**config.mk**
```make
export PLATFORM = sky130hd
export DESIGN_NAME = huge_page_admission_policy_top_flat
export DESIGN_NICKNAME = d
export VERILOG_FILES = /design/src/rtl/hpa_pkg.sv /design/src/rtl/hpa_req_if.sv /design/src/rtl/hpa_resp_if.sv /design/src/rtl/hpa_cfg_if.sv /design/src/rtl/hpa_divider.sv /design/src/rtl/huge_page_admission_policy_top.sv /design/src/flat_wrapper.sv
export SDC_FILE = /design/constraint.sdc
export NUM_CORES = 2
export LEC_CHECK = 0
export BUFFER_PORTS_ARGS = -buffer_cell sky130_fd_sc_hd__buf_2
export CAP_MARGIN = 20
export CORE_MARGIN = 2
export CORE_UTILIZATION = 42
export CTS_BUF_LIST = sky130_fd_sc_hd__clkbuf_8
export DETAILED_ROUTE_END_ITERATION = 16
export PLACE_DENSITY = 0.68
export SYNTH_ARGS = -nofsm -noshare
export SYNTH_HDL_FRONTEND = slang
export SYNTH_SLANG_ARGS = --single-unit
```
**constraint.sdc**
```tcl
create_clock -name clk -period 13.4 [get_ports clk]
set_input_delay 0.67 -clock clk [delete_from_list [all_inputs] [get_ports clk]]
set_output_delay 0.67 -clock clk [all_outputs]
set_load 0.1 [all_outputs]
```
**src/rtl/hpa_pkg.sv**
```systemverilog
package hpa_pkg;

  localparam int unsigned LENGTH_WIDTH       = 48;
  localparam logic [31:0] DEFAULT_PAGE_BYTES = 32'd2097152;

  localparam int unsigned TIME_WIDTH      = 64;
  localparam int unsigned BUDGET_WIDTH    = 32;
  localparam int unsigned KB_WIDTH        = 22;
  localparam int unsigned KB_SHIFT        = 10;
  localparam int unsigned PAGE_WIDTH      = KB_WIDTH + KB_SHIFT;
  localparam int unsigned CMD_WIDTH       = 2;
  localparam int unsigned MODE_WIDTH      = 2;
  localparam int unsigned CFG_INDEX_WIDTH = 2;
  localparam int unsigned CFG_DATA_WIDTH  = 64;

  localparam logic [TIME_WIDTH-1:0] REFRESH_COOLDOWN_RESET = 64'd1000000000;
  localparam logic [TIME_WIDTH-1:0] FAILURE_COOLDOWN_RESET = 64'd2000000000;

  // Command codes carried by each input transfer.
  localparam logic [CMD_WIDTH-1:0] CMD_QUERY   = 2'd0;
  localparam logic [CMD_WIDTH-1:0] CMD_SUCCESS = 2'd1;
  localparam logic [CMD_WIDTH-1:0] CMD_FAILURE = 2'd2;
  localparam logic [CMD_WIDTH-1:0] CMD_REFRESH = 2'd3;

  // Policy modes; the unused fourth code behaves as auto.
  localparam logic [MODE_WIDTH-1:0] MODE_AUTO   = 2'd0;
  localparam logic [MODE_WIDTH-1:0] MODE_ALWAYS = 2'd1;
  localparam logic [MODE_WIDTH-1:0] MODE_NEVER  = 2'd2;

  // Configuration register indexes.
  localparam logic [CFG_INDEX_WIDTH-1:0] REG_POLICY_MODE      = 2'd0;
  localparam logic [CFG_INDEX_WIDTH-1:0] REG_REFRESH_COOLDOWN = 2'd1;
  localparam logic [CFG_INDEX_WIDTH-1:0] REG_FAILURE_COOLDOWN = 2'd2;
  localparam logic [CFG_INDEX_WIDTH-1:0] REG_PAGES_AVAILABLE  = 2'd3;

endpackage

```
**src/rtl/hpa_req_if.sv**
```systemverilog
interface hpa_req_if #(
  parameter int unsigned LENGTH_WIDTH = hpa_pkg::LENGTH_WIDTH
);
  logic                               valid;
  logic                               ready;
  logic [hpa_pkg::CMD_WIDTH-1:0]      cmd;
  logic [hpa_pkg::TIME_WIDTH-1:0]     now_time;
  logic [LENGTH_WIDTH-1:0]            length_bytes;
  logic                               sample_valid;
  logic [hpa_pkg::KB_WIDTH-1:0]       sample_page_kb;
  logic [hpa_pkg::BUDGET_WIDTH-1:0]   sample_free_pages;

  modport source (
    output valid, cmd, now_time, length_bytes, sample_valid, sample_page_kb,
           sample_free_pages,
    input  ready
  );
  modport sink (
    input  valid, cmd, now_time, length_bytes, sample_valid, sample_page_kb,
           sample_free_pages,
    output ready
  );
endinterface

```
**src/rtl/hpa_resp_if.sv**
```systemverilog
interface hpa_resp_if #(
  parameter int unsigned LENGTH_WIDTH = hpa_pkg::LENGTH_WIDTH
);
  logic                             valid;
  logic                             ready;
  logic                             try_huge;
  logic [LENGTH_WIDTH-1:0]          pages_needed;
  logic [hpa_pkg::BUDGET_WIDTH-1:0] free_pages_left;
  logic [hpa_pkg::PAGE_WIDTH-1:0]   page_size_bytes;

  modport source (
    output valid, try_huge, pages_needed, free_pages_left, page_size_bytes,
    input  ready
  );
  modport sink (
    input  valid, try_huge, pages_needed, free_pages_left, page_size_bytes,
    output ready
  );
endinterface

```
**src/rtl/hpa_cfg_if.sv**
```systemverilog
interface hpa_cfg_if;
  logic                                valid;
  logic                                ready;
  logic [hpa_pkg::CFG_INDEX_WIDTH-1:0] index;
  logic [hpa_pkg::CFG_DATA_WIDTH-1:0]  data;

  modport source (
    output valid, index, data,
    input  ready
  );
  modport sink (
    input  valid, index, data,
    output ready
  );
endinterface

```
**src/rtl/hpa_divider.sv**
```systemverilog
module hpa_divider #(
  parameter int unsigned NUM_WIDTH = hpa_pkg::LENGTH_WIDTH,
  parameter int unsigned DEN_WIDTH = hpa_pkg::PAGE_WIDTH
) (
  input  logic                 clk,
  input  logic                 rst,
  input  logic                 start,
  input  logic [NUM_WIDTH-1:0] num,
  input  logic [DEN_WIDTH-1:0] den,
  output logic                 done,
  output logic [NUM_WIDTH-1:0] quotient
);

  localparam int unsigned CNT_WIDTH = $clog2(NUM_WIDTH + 1);

  typedef enum logic [1:0] {
    D_IDLE,
    D_RUN,
    D_ROUND
  } state_t;

  state_t               state;
  logic [NUM_WIDTH-1:0] num_sh;
  logic [DEN_WIDTH-1:0] den_q;
  logic [DEN_WIDTH-1:0] rem;
  logic [CNT_WIDTH-1:0] cnt;
  logic [DEN_WIDTH:0]   trial;
  logic [DEN_WIDTH:0]   trial_diff;
  logic                 fits;

  // Restoring division, one quotient bit a cycle, most significant first.
  assign trial      = {rem, num_sh[NUM_WIDTH-1]};
  assign fits       = trial >= {1'b0, den_q};
  assign trial_diff = trial - {1'b0, den_q};

  always_ff @(posedge clk) begin
    if (rst) begin
      state <= D_IDLE;
      done  <= 1'b0;
    end else begin
      done <= 1'b0;
      unique case (state)
        D_IDLE: begin
          if (start) begin
            num_sh <= num;
            den_q  <= den;
            rem    <= '0;
            quotient <= '0;
            cnt    <= CNT_WIDTH'(NUM_WIDTH);
            state  <= D_RUN;
          end
        end
        D_RUN: begin
          num_sh   <= num_sh << 1;
          rem      <= fits ? trial_diff[DEN_WIDTH-1:0] : trial[DEN_WIDTH-1:0];
          quotient <= {quotient[NUM_WIDTH-2:0], fits};
          cnt      <= cnt - 1'b1;
          if (cnt == CNT_WIDTH'(1)) begin
            state <= D_ROUND;
          end
        end
        D_ROUND: begin
          // A nonzero remainder rounds the quotient up.
          if (rem != '0) begin
            quotient <= quotient + 1'b1;
          end
          done  <= 1'b1;
          state <= D_IDLE;
        end
        default: state <= D_IDLE;
      endcase
    end
  end

endmodule

```
**src/rtl/huge_page_admission_policy_top.sv**
```systemverilog
// Large-page admission policy. Each input transfer carries one command (query,
// success report, failure report or refresh) and yields exactly one result
// transfer. The block handles one command at a time and holds req.ready low
// while it works. A query in auto mode that is not refused and a success report
// with a nonzero budget run a bit-serial ceiling division of the length by the
// page size, one quotient bit per cycle. Such a query goes through the refresh,
// divider start, divider wait, apply and result states; such a success report
// skips refresh, and other commands go straight to the result state, a refresh
// by way of the refresh state. The result sits in an output register, so a new
// command may be accepted while the previous result waits to be taken.
// Configuration writes are always accepted and must only be issued while the block is idle.
module huge_page_admission_policy_top #(
  parameter int unsigned LENGTH_WIDTH       = hpa_pkg::LENGTH_WIDTH,
  parameter logic [31:0] DEFAULT_PAGE_BYTES = hpa_pkg::DEFAULT_PAGE_BYTES
) (
  input logic      clk,
  input logic      rst,
  hpa_req_if.sink  req,
  hpa_resp_if.source resp,
  hpa_cfg_if.sink  cfg
);

  localparam int unsigned TW = hpa_pkg::TIME_WIDTH;
  localparam int unsigned BW = hpa_pkg::BUDGET_WIDTH;
  localparam int unsigned PW = hpa_pkg::PAGE_WIDTH;
  localparam int unsigned CMP_WIDTH = (LENGTH_WIDTH > BW) ? LENGTH_WIDTH : BW;

  typedef enum logic [2:0] {
    S_IDLE,
    S_EVAL,
    S_REFRESH,
    S_DIV_START,
    S_DIV_WAIT,
    S_APPLY,
    S_RESULT
  } state_t;

  // Configuration registers
  logic [hpa_pkg::MODE_WIDTH-1:0] policy_mode;
  logic [TW-1:0]                  refresh_cooldown;
  logic [TW-1:0]                  failure_cooldown;
  logic                           large_pages_available;

  // Policy state
  logic [PW-1:0] page_bytes;
  logic [BW-1:0] free_budget;
  logic [TW-1:0] last_refresh_time;
  logic [TW-1:0] last_failure_time;

  // Captured command
  logic [hpa_pkg::CMD_WIDTH-1:0] cmd_q;
  logic [TW-1:0]                 now_q;
  logic [LENGTH_WIDTH-1:0]       len_q;
  logic                          sample_valid_q;
  logic [hpa_pkg::KB_WIDTH-1:0]  sample_kb_q;
  logic [BW-1:0]                 sample_free_q;

  state_t                  state;
  logic                    res_try;
  logic [LENGTH_WIDTH-1:0] res_needed;
  logic                    div_start;
  logic [PW-1:0]           div_den;
  logic                    div_done;
  logic [LENGTH_WIDTH-1:0] div_quotient;

  logic                 in_cooldown;
  logic                 refused;
  logic                 refresh_due;
  logic [CMP_WIDTH-1:0] budget_ext;
  logic [CMP_WIDTH-1:0] quot_ext;
  logic [CMP_WIDTH-1:0] budget_diff;

  assign req.ready = (state == S_IDLE);
  assign cfg.ready = 1'b1;

  // A failure stamp of zero reads as no failure recorded.
  assign in_cooldown = (last_failure_time != '0) &&
                       ((now_q - last_failure_time) < failure_cooldown);
  assign refused     = (policy_mode == hpa_pkg::MODE_NEVER) || !large_pages_available ||
                       in_cooldown;
  assign refresh_due = (now_q - last_refresh_time) >= refresh_cooldown;

  assign budget_ext  = CMP_WIDTH'(free_budget);
  assign quot_ext    = CMP_WIDTH'(div_quotient);
  assign budget_diff = budget_ext - quot_ext;

  always_ff @(posedge clk) begin
    if (rst) begin
      policy_mode           <= hpa_pkg::MODE_AUTO;
      refresh_cooldown      <= hpa_pkg::REFRESH_COOLDOWN_RESET;
      failure_cooldown      <= hpa_pkg::FAILURE_COOLDOWN_RESET;
      large_pages_available <= 1'b1;
    end else if (cfg.valid) begin
      unique case (cfg.index)
        hpa_pkg::REG_POLICY_MODE:
          policy_mode <= cfg.data[hpa_pkg::MODE_WIDTH-1:0];
        hpa_pkg::REG_REFRESH_COOLDOWN: refresh_cooldown <= cfg.data;
        hpa_pkg::REG_FAILURE_COOLDOWN: failure_cooldown <= cfg.data;
        hpa_pkg::REG_PAGES_AVAILABLE:  large_pages_available <= cfg.data[0];
        default: ;
      endcase
    end
  end

  always_ff @(posedge clk) begin
    if (rst) begin
      state             <= S_IDLE;
      page_bytes        <= PW'(DEFAULT_PAGE_BYTES);
      free_budget       <= '0;
      last_refresh_time <= '0;
      last_failure_time <= '0;
      div_start         <= 1'b0;
      resp.valid        <= 1'b0;
    end else begin
      div_start <= 1'b0;
      // The result state loads a new transfer itself when the old one leaves.
      if (resp.valid && resp.ready && state != S_RESULT) begin
        resp.valid <= 1'b0;
      end
      unique case (state)
        S_IDLE: begin
          if (req.valid) begin
            cmd_q          <= req.cmd;
            now_q          <= req.now_time;
            len_q          <= req.length_bytes;
            sample_valid_q <= req.sample_valid;
            sample_kb_q    <= req.sample_page_kb;
            sample_free_q  <= req.sample_free_pages;
            res_try        <= 1'b0;
            res_needed     <= '0;
            state          <= S_EVAL;
          end
        end
        S_EVAL: begin
          unique case (cmd_q)
            hpa_pkg::CMD_QUERY: begin
              if (refused) begin
                state <= S_RESULT;
              end else if (policy_mode == hpa_pkg::MODE_ALWAYS) begin
                res_try <= 1'b1;
                state   <= S_RESULT;
              end else begin
                state <= S_REFRESH;
              end
            end
            hpa_pkg::CMD_SUCCESS: begin
              last_failure_time <= '0;
              if (free_budget != '0 && page_bytes != '0) begin
                state <= S_DIV_START;
              end else begin
                state <= S_RESULT;
              end
            end
            hpa_pkg::CMD_FAILURE: begin
              last_failure_time <= now_q;
              free_budget       <= '0;
              state             <= S_RESULT;
            end
            hpa_pkg::CMD_REFRESH: state <= S_REFRESH;
            default: state <= S_RESULT;
          endcase
        end
        S_REFRESH: begin
          if (refresh_due) begin
            if (sample_valid_q) begin
              if (sample_kb_q != '0) begin
                page_bytes <= {sample_kb_q, {hpa_pkg::KB_SHIFT{1'b0}}};
              end
              free_budget <= sample_free_q;
            end
            last_refresh_time <= now_q;
          end
          state <= (cmd_q == hpa_pkg::CMD_QUERY) ? S_DIV_START : S_RESULT;
        end
        S_DIV_START: begin
          div_den   <= (page_bytes != '0) ? page_bytes : PW'(DEFAULT_PAGE_BYTES);
          div_start <= 1'b1;
          state     <= S_DIV_WAIT;
        end
        S_DIV_WAIT: begin
          if (div_done) begin
            state <= S_APPLY;
          end
        end
        S_APPLY: begin
          res_needed <= div_quotient;
          if (cmd_q == hpa_pkg::CMD_QUERY) begin
            res_try <= budget_ext >= quot_ext;
          end else if (quot_ext <= budget_ext) begin
            free_budget <= budget_diff[BW-1:0];
          end else begin
            free_budget <= '0;
          end
          state <= S_RESULT;
        end
        S_RESULT: begin
          // Wait until the output register is free or being emptied.
          if (!resp.valid || resp.ready) begin
            resp.valid           <= 1'b1;
            resp.try_huge        <= res_try;
            resp.pages_needed    <= res_needed;
            resp.free_pages_left <= free_budget;
            resp.page_size_bytes <= page_bytes;
            state                <= S_IDLE;
          end
        end
        default: state <= S_IDLE;
      endcase
    end
  end

  hpa_divider #(
    .NUM_WIDTH (LENGTH_WIDTH),
    .DEN_WIDTH (PW)
  ) u_divider (
    .clk      (clk),
    .rst      (rst),
    .start    (div_start),
    .num      (len_q),
    .den      (div_den),
    .done     (div_done),
    .quotient (div_quotient)
  );

endmodule

```
**src/flat_wrapper.sv**
```systemverilog
// flat-port wrapper written by rule: the top's interface ports become plain ports
module huge_page_admission_policy_top_flat 
#(
  parameter int unsigned LENGTH_WIDTH       = hpa_pkg::LENGTH_WIDTH,
  parameter logic [31:0] DEFAULT_PAGE_BYTES = hpa_pkg::DEFAULT_PAGE_BYTES
)
  (clk, rst, req_valid, req_cmd, req_now_time, req_length_bytes, req_sample_valid, req_sample_page_kb, req_sample_free_pages, req_ready, resp_valid, resp_try_huge, resp_pages_needed, resp_free_pages_left, resp_page_size_bytes, resp_ready, cfg_valid, cfg_index, cfg_data, cfg_ready);
  hpa_req_if #(.LENGTH_WIDTH(LENGTH_WIDTH)) req_i ();
  hpa_resp_if #(.LENGTH_WIDTH(LENGTH_WIDTH)) resp_i ();
  hpa_cfg_if cfg_i ();
  input logic clk;
  input logic rst;
  input wire logic [$bits(req_i.valid)-1:0] req_valid;
  input wire logic [$bits(req_i.cmd)-1:0] req_cmd;
  input wire logic [$bits(req_i.now_time)-1:0] req_now_time;
  input wire logic [$bits(req_i.length_bytes)-1:0] req_length_bytes;
  input wire logic [$bits(req_i.sample_valid)-1:0] req_sample_valid;
  input wire logic [$bits(req_i.sample_page_kb)-1:0] req_sample_page_kb;
  input wire logic [$bits(req_i.sample_free_pages)-1:0] req_sample_free_pages;
  output wire logic [$bits(req_i.ready)-1:0] req_ready;
  output wire logic [$bits(resp_i.valid)-1:0] resp_valid;
  output wire logic [$bits(resp_i.try_huge)-1:0] resp_try_huge;
  output wire logic [$bits(resp_i.pages_needed)-1:0] resp_pages_needed;
  output wire logic [$bits(resp_i.free_pages_left)-1:0] resp_free_pages_left;
  output wire logic [$bits(resp_i.page_size_bytes)-1:0] resp_page_size_bytes;
  input wire logic [$bits(resp_i.ready)-1:0] resp_ready;
  input wire logic [$bits(cfg_i.valid)-1:0] cfg_valid;
  input wire logic [$bits(cfg_i.index)-1:0] cfg_index;
  input wire logic [$bits(cfg_i.data)-1:0] cfg_data;
  output wire logic [$bits(cfg_i.ready)-1:0] cfg_ready;
  assign req_i.valid = req_valid;
  assign req_i.cmd = req_cmd;
  assign req_i.now_time = req_now_time;
  assign req_i.length_bytes = req_length_bytes;
  assign req_i.sample_valid = req_sample_valid;
  assign req_i.sample_page_kb = req_sample_page_kb;
  assign req_i.sample_free_pages = req_sample_free_pages;
  assign req_ready = req_i.ready;
  assign resp_valid = resp_i.valid;
  assign resp_try_huge = resp_i.try_huge;
  assign resp_pages_needed = resp_i.pages_needed;
  assign resp_free_pages_left = resp_i.free_pages_left;
  assign resp_page_size_bytes = resp_i.page_size_bytes;
  assign resp_i.ready = resp_ready;
  assign cfg_i.valid = cfg_valid;
  assign cfg_i.index = cfg_index;
  assign cfg_i.data = cfg_data;
  assign cfg_ready = cfg_i.ready;
  huge_page_admission_policy_top #(.LENGTH_WIDTH(LENGTH_WIDTH), .DEFAULT_PAGE_BYTES(DEFAULT_PAGE_BYTES)) u_core (.clk(clk), .rst(rst), .req(req_i), .resp(resp_i), .cfg(cfg_i));
endmodule
```
* Yosys cells after proc, flatten, opt, wreduce, memory -nomap -nowiden
Index checks and enable logic that the tools add are counted.
** Storage, ports and cells
- Bits in registers :: 820
** Cells by class
- Add/sub/neg operators :: 6
- Magnitude comparators :: 5
- Equality and inequality tests :: 32
- Muxes and demuxes :: 42
- Bitwise operators :: 1
- Reductions and logical operators :: 42
** Operators with widths (number)
- 32-bit 2-to-1 mux :: 7
- 48-bit 2-to-1 mux :: 4
- 48-bit one-hot mux with 2 select lines :: 2
- 48-bit one-hot mux with 3 select lines :: 1
- 64-bit one-hot mux with 2 select lines :: 1
- 64-bit subtractor :: 2
- 32-bit one-hot mux with 3 select lines :: 1
- 32-bit nonzero test :: 3
- 64-bit greater-or-equal comparator :: 1
- 64-bit less-than comparator :: 1
- 32-bit one-hot mux with 2 select lines :: 1
- 64-bit nonzero test :: 1
- 32-bit subtractor :: 2
- 48-bit by 1-bit adder with 48-bit output (second input constant) :: 1
- 32-bit by 48-bit greater-or-equal comparator with 1-bit output :: 1
- 48-bit by 32-bit less-or-equal comparator with 1-bit output :: 1
- 33-bit by 32-bit greater-or-equal comparator with 1-bit output :: 1
- 22-bit nonzero test :: 1
- 3-bit 2-to-1 mux :: 7
- 3-bit one-hot mux with 7 select lines :: 1
- 3-bit AND reduction :: 6
- 2-bit AND reduction :: 8
- 2-bit by 1-bit inequality test with 1-bit output (second input constant) :: 7
- 2-bit inequality test (second input constant) :: 7
- 26 further kinds :: 60

* Depth between registers and ports, before layout
- Depth after elaboration :: 7
- Depth in mapped cells :: 29

* Modules after synthesis
From an unflattened synthesis, not the netlist that was laid out.
** Unflattened totals
- Cells, all modules :: 4768
- Area, all modules :: 45735.1 sq um
** By module, submodules not included
- huge_page_admission_policy_top :: times used 1, cells an instance 3836, area each 35629.2 sq um
- hpa_divider :: times used 1, cells an instance 932, area each 10105.9 sq um

* Worst setup path after synthesis
OpenSTA, ideal clock, no wires.
- Kind :: input to register
- From :: in rst
- To :: reg u_core.resp.free_pages_left[0] (enable)
- Arrival time :: 11.548 ns
- Required time :: 12.547 ns
- Setup slack :: 0.999 ns
- Stages :: 3
- Buffers on the path :: 2
- Cell sequence :: clkbuf_1 > clkbuf_1 > nor4b_1
** Between the ends
- Longest elaborated chain between the ends :: 2
** RTL lines
- start, declared :: line flat_wrapper.sv:12 : input logic rst;
- 1-bit NOT (no source line)
- 3-bit AND reduction (no source line)
- end signal, assigned :: line huge_page_admission_policy_top.sv:202 : resp.free_pages_left <= free_budget;
- end, declared :: line hpa_resp_if.sv:12 : output valid, try_huge, pages_needed, free_pages_left, page_size_bytes,
Every way passes these cells.
A chain may end at the register's enable or synchronous reset.

* Final worst setup path
- From :: reg u_core.now_q[0]
- To :: reg u_core.free_budget[31]
** Between the ends
- Longest elaborated chain between the ends :: 4
** RTL lines
- start, declared :: line huge_page_admission_policy_top.sv:52 : logic [TW-1:0] now_q;
- start signal, assigned :: line huge_page_admission_policy_top.sv:124 : now_q <= req.now_time;
- 64-bit subtractor :: line huge_page_admission_policy_top.sv:81 : assign refresh_due = (now_q - last_refresh_time) >= refresh_cooldown;
- 64-bit greater-or-equal comparator :: line huge_page_admission_policy_top.sv:81
- 2-bit by 1-bit inequality test with 1-bit output (no source line)
- 5-bit AND reduction (no source line)
- end signal, assigned :: line huge_page_admission_policy_top.sv:169 : free_budget <= sample_free_q;
- end signal, assigned :: line huge_page_admission_policy_top.sv:190 : free_budget <= budget_diff[BW-1:0];
- end, declared :: line huge_page_admission_policy_top.sv:46 : logic [BW-1:0] free_budget;
Every way passes these cells.

==> summary.txt <==
Power and ir drop
  • Gate power share: 32.3%
  • Maximum VDD drop: 0.0000953 V
  • Internal power: 5430 uW
  • Clock Power Share: 29.5%
  • Switching part of the total: 35.3%
  • P_sw: 2960 uW
  • Flop pwr share: 38.2%
  • Pwr/cell area: 163 nW/um2
  • Total Power: 8390 uW
  • Leak pwr: 0.0200 uW

Clocking
  • H-tree depth: 4
  • CTS tree: built
  • Cts bufs inserted: 144
  • Cts hold-fix bufs: 175
  • CTS root buf: clkbuf_8
  • Worst-Skew Late Latency: 0.86 ns
  • CTS max path bufs: 3
  • Post-CTS setup repair buffer count: 0
  • CTS Sinks: 820
  • Post-CTS sizing: 0
  • Clock-pin slew on the worst setup and hold paths: 0.06 ns

Route
  • Pre-antenna DRT Iters: 9
  • WL final: 121 mm
  • Antenna Violating Nets Remaining: 0
  • Vias per cell: 5.37
  • 1st-iter DRT viols: 2404
  • Wire per inst: 19.0 um
  • DR DRC count: 0
  • DR vias: 34200

Global route
  • Largest net degree at the start of global routing: 211
  • Overall Global Routing Usage: 22.3%
  • Vias in the first global route: 32900
  • Global route overflow: 0
  • Initial antenna violation count: 4
  • First-pass GRT wire length: 187 mm

Floorplan
  • Core ar.: 103000 um2
  • Rows: 118
  • I/O pin total: 356
  • Die footprint: 106000 um2
  • Starting density of the core: 42.2%
  • Die width: 326 um
  • DIE HEIGHT: 326 um

STA
  • Post-layout minimum cycle time: 7.11 ns
  • Fmax: 141 MHz
  • Final hold viol count: 0
  • Setup violations, final: 0
  • Slew @ Worst Pin: 1.11 ns
  • Clock Skew: 0.0483 ns
  • Final Max Tran Viols: 0
  • Setup TNS: 0 ns
  • Worst-case hold slack: 0.0810 ns
  • RSZ-0062 raised after global routing: false
  • Period utilization: 53.1%
  • Slew margin rel.: 26.1%

Placement
  • DP Wirelength: 86.5 mm
  • Placed insts: 5930
  • Final Wtd Congestion: 0.956
  • IO buf count: 344

Cells and area
  • Layout area overhead: 17.9%
  • Most common cell after layout, fill and taps aside: edfxtp_1
  • Share of cells above drive strength 1: 13.8%
  • Layout net count: 5434
  • Final core utilization: 49.8%
  • Most frequent cells in the layout: edfxtp_1, nand2_1, inv_1
  • Finished Layout Cells: 6375

Logic synthesis
  • Post-synthesis sequential area ratio: 49.1%
  • Main flop type after synthesis: edfxtp_1
  • Post-synth EDFFs: 499
  • Yosys warning count: 0
  • FFs w/ async S/R, synth: 0%
  • Mapped Avg Cell Area: 9.93 um2
  • Post-Syn Area: 43600 um2
  • Yosys cell types: 91
  • #FFs+latches synth: 820
  • Post-Syn Instances: 4390

Outcome
  • Outcome: complete, no violations

Setup path
  • Worst path max stage delay: 0.51 ns
  • Arrival time worst endpoint: 7.86 ns
  • Crit start category: register
  • Max FO, Critical Path: 64
  • CP Capture Type: register
  • Worst path required time: 14.15 ns
  • Crit-path most repeated cell: nand4_1
  • Crit Path Category: reg2reg
  • Crit-path slowest cell: buf_4

Worst hold path
  • Worst Hold Class: in2reg

Job
  • Max cap viols: 0
[worst paths after layout]
kind / from / end / slack (ns) / depth (start not counted)
setup / recovery: u_core.now_q[0]$_DFFE_PP_ / u_core.free_budget[31]$_SDFFE_PP0P_ / 6.29 / 26
setup reg to reg: u_core.now_q[0]$_DFFE_PP_ / u_core.free_budget[31]$_SDFFE_PP0P_ / 6.29 / 26
hold / removal: cfg_data[23] / u_core.refresh_cooldown[23]$_SDFFE_PP1P_ / 0.08 / 2
hold reg to reg: u_core.res_needed[38]$_SDFFCE_PP0P_ / u_core.resp.pages_needed[38]$_DFFE_PP_ / 0.40 / 0
[power by group through the flow]
stage / clock, uW / combinational (uW) / sequential [uW]
after detailed placement: 0 / 2640 / 3250
final: 2480 / 2710 / 3210
after CTS: 2540 / 2700 / 3200
after global placement: 0 / 2610 / 3250
after floorplan: 0 / 1960 / 3240
after global routing: 2640 / 3010 / 3230
[sequential cells by signal, summed over array words and instances, names as in the netlist, 2 cells and up]
| signal | count |
|---|---|
| u_core.u_divider.den_q | 22 |
| u_core.policy_mode | 2 |
| u_core.resp.pages_needed | 48 |
| u_core.resp.free_pages_left | 32 |
| u_core.len_q | 48 |
| u_core.refresh_cooldown | 64 |
| u_core.res_needed | 48 |
| u_core.u_divider.num_sh | 48 |
| u_core.u_divider.cnt | 6 |
| u_core.cmd_q | 2 |
| u_core.failure_cooldown | 64 |
| u_core.page_bytes | 22 |
| u_core.div_den | 22 |
| u_core.last_failure_time | 64 |
| u_core.free_budget | 32 |
| u_core.last_refresh_time | 64 |
| u_core.u_divider.state | 2 |
| u_core.now_q | 64 |
| u_core.u_divider.quotient | 48 |
| u_core.sample_kb_q | 22 |
| u_core.sample_free_q | 32 |
| u_core.state | 3 |
| u_core.u_divider.rem | 32 |
| u_core.resp.page_size_bytes | 22 |
[routing by layer]
layer | share of wire (%) | global-route usage [%] | routed length, um
met1 | 45 | 29.8 | 54200
met2 | 47 | 36.7 | 56800
met3 | 5.7 | 3.90 | 6920
met4 | 2.7 | 7.31 | 3270
met5 | 0 | 0 | 0
[critical path: cells and delay by family, from the launching register on]
kind	cells	cell delay (ns)
muxes	1	0.13
buffers and inverters	3	0.66
adders and majority gates	3	0.79
AOI/OAI and AO/OA	11	3.11
DFF	1	0.42
and+or+nand+nor	8	1.78
[cells by family (layout without fill, tap and decap cells)]
logic type	after synthesis	count (layout)	share of synthesized area (%)
adder cells (fa/ha/maj)	322	322	9.31
AND/OR/NAND/NOR	1297	1297	14.1
other	2	14	0.0172
AO/OA/AOI/OAI	1026	1026	15.0
buffers and inverters	597	1190	5.33
XOR/XNOR	181	181	3.64
flip-flops	820	820	49.1
multiplexers	145	145	3.47
[cells in the mapped netlist (120+ instances only)]
master    count  area share (%)
nand2_1     433             3.7
dfxtp_1     321              15
o21ai_0     134             1.5
ha_1        318             9.1
clkbuf_1    182             1.6
inv_1       373             3.2
a21oi_1     386             4.4
xnor2_1     120             2.4
a21o_1      152             2.6
edfxtp_1    499              34
nand3_1     136             1.6
nor2_1      299             2.6
[stage by stage]
stage	worst slack, ns	area (um2)
3_3_place_gp	6.36	46500
2_1_floorplan	0.999	43600
4_1_cts	6.29	51400
6_report	6.29	51400
5_1_grt	5.81	51400
3_5_place_dp	6.30	46500
[cell type report]
cell class | count | area, um2
Fill cell | 9414 | 51800
Sequential cell | 820 | 21400
Multi-Input combinational cell | 2982 | 20000
Timing Repair Buffer | 548 | 3740
Clock buffer | 152 | 2090
Tap cell | 1380 | 1730
Inverter | 376 | 1410
Clock inverter | 114 | 992
Antenna cell | 3 | 7.51
Note: power is estimated with default switching activity, not from simulation.
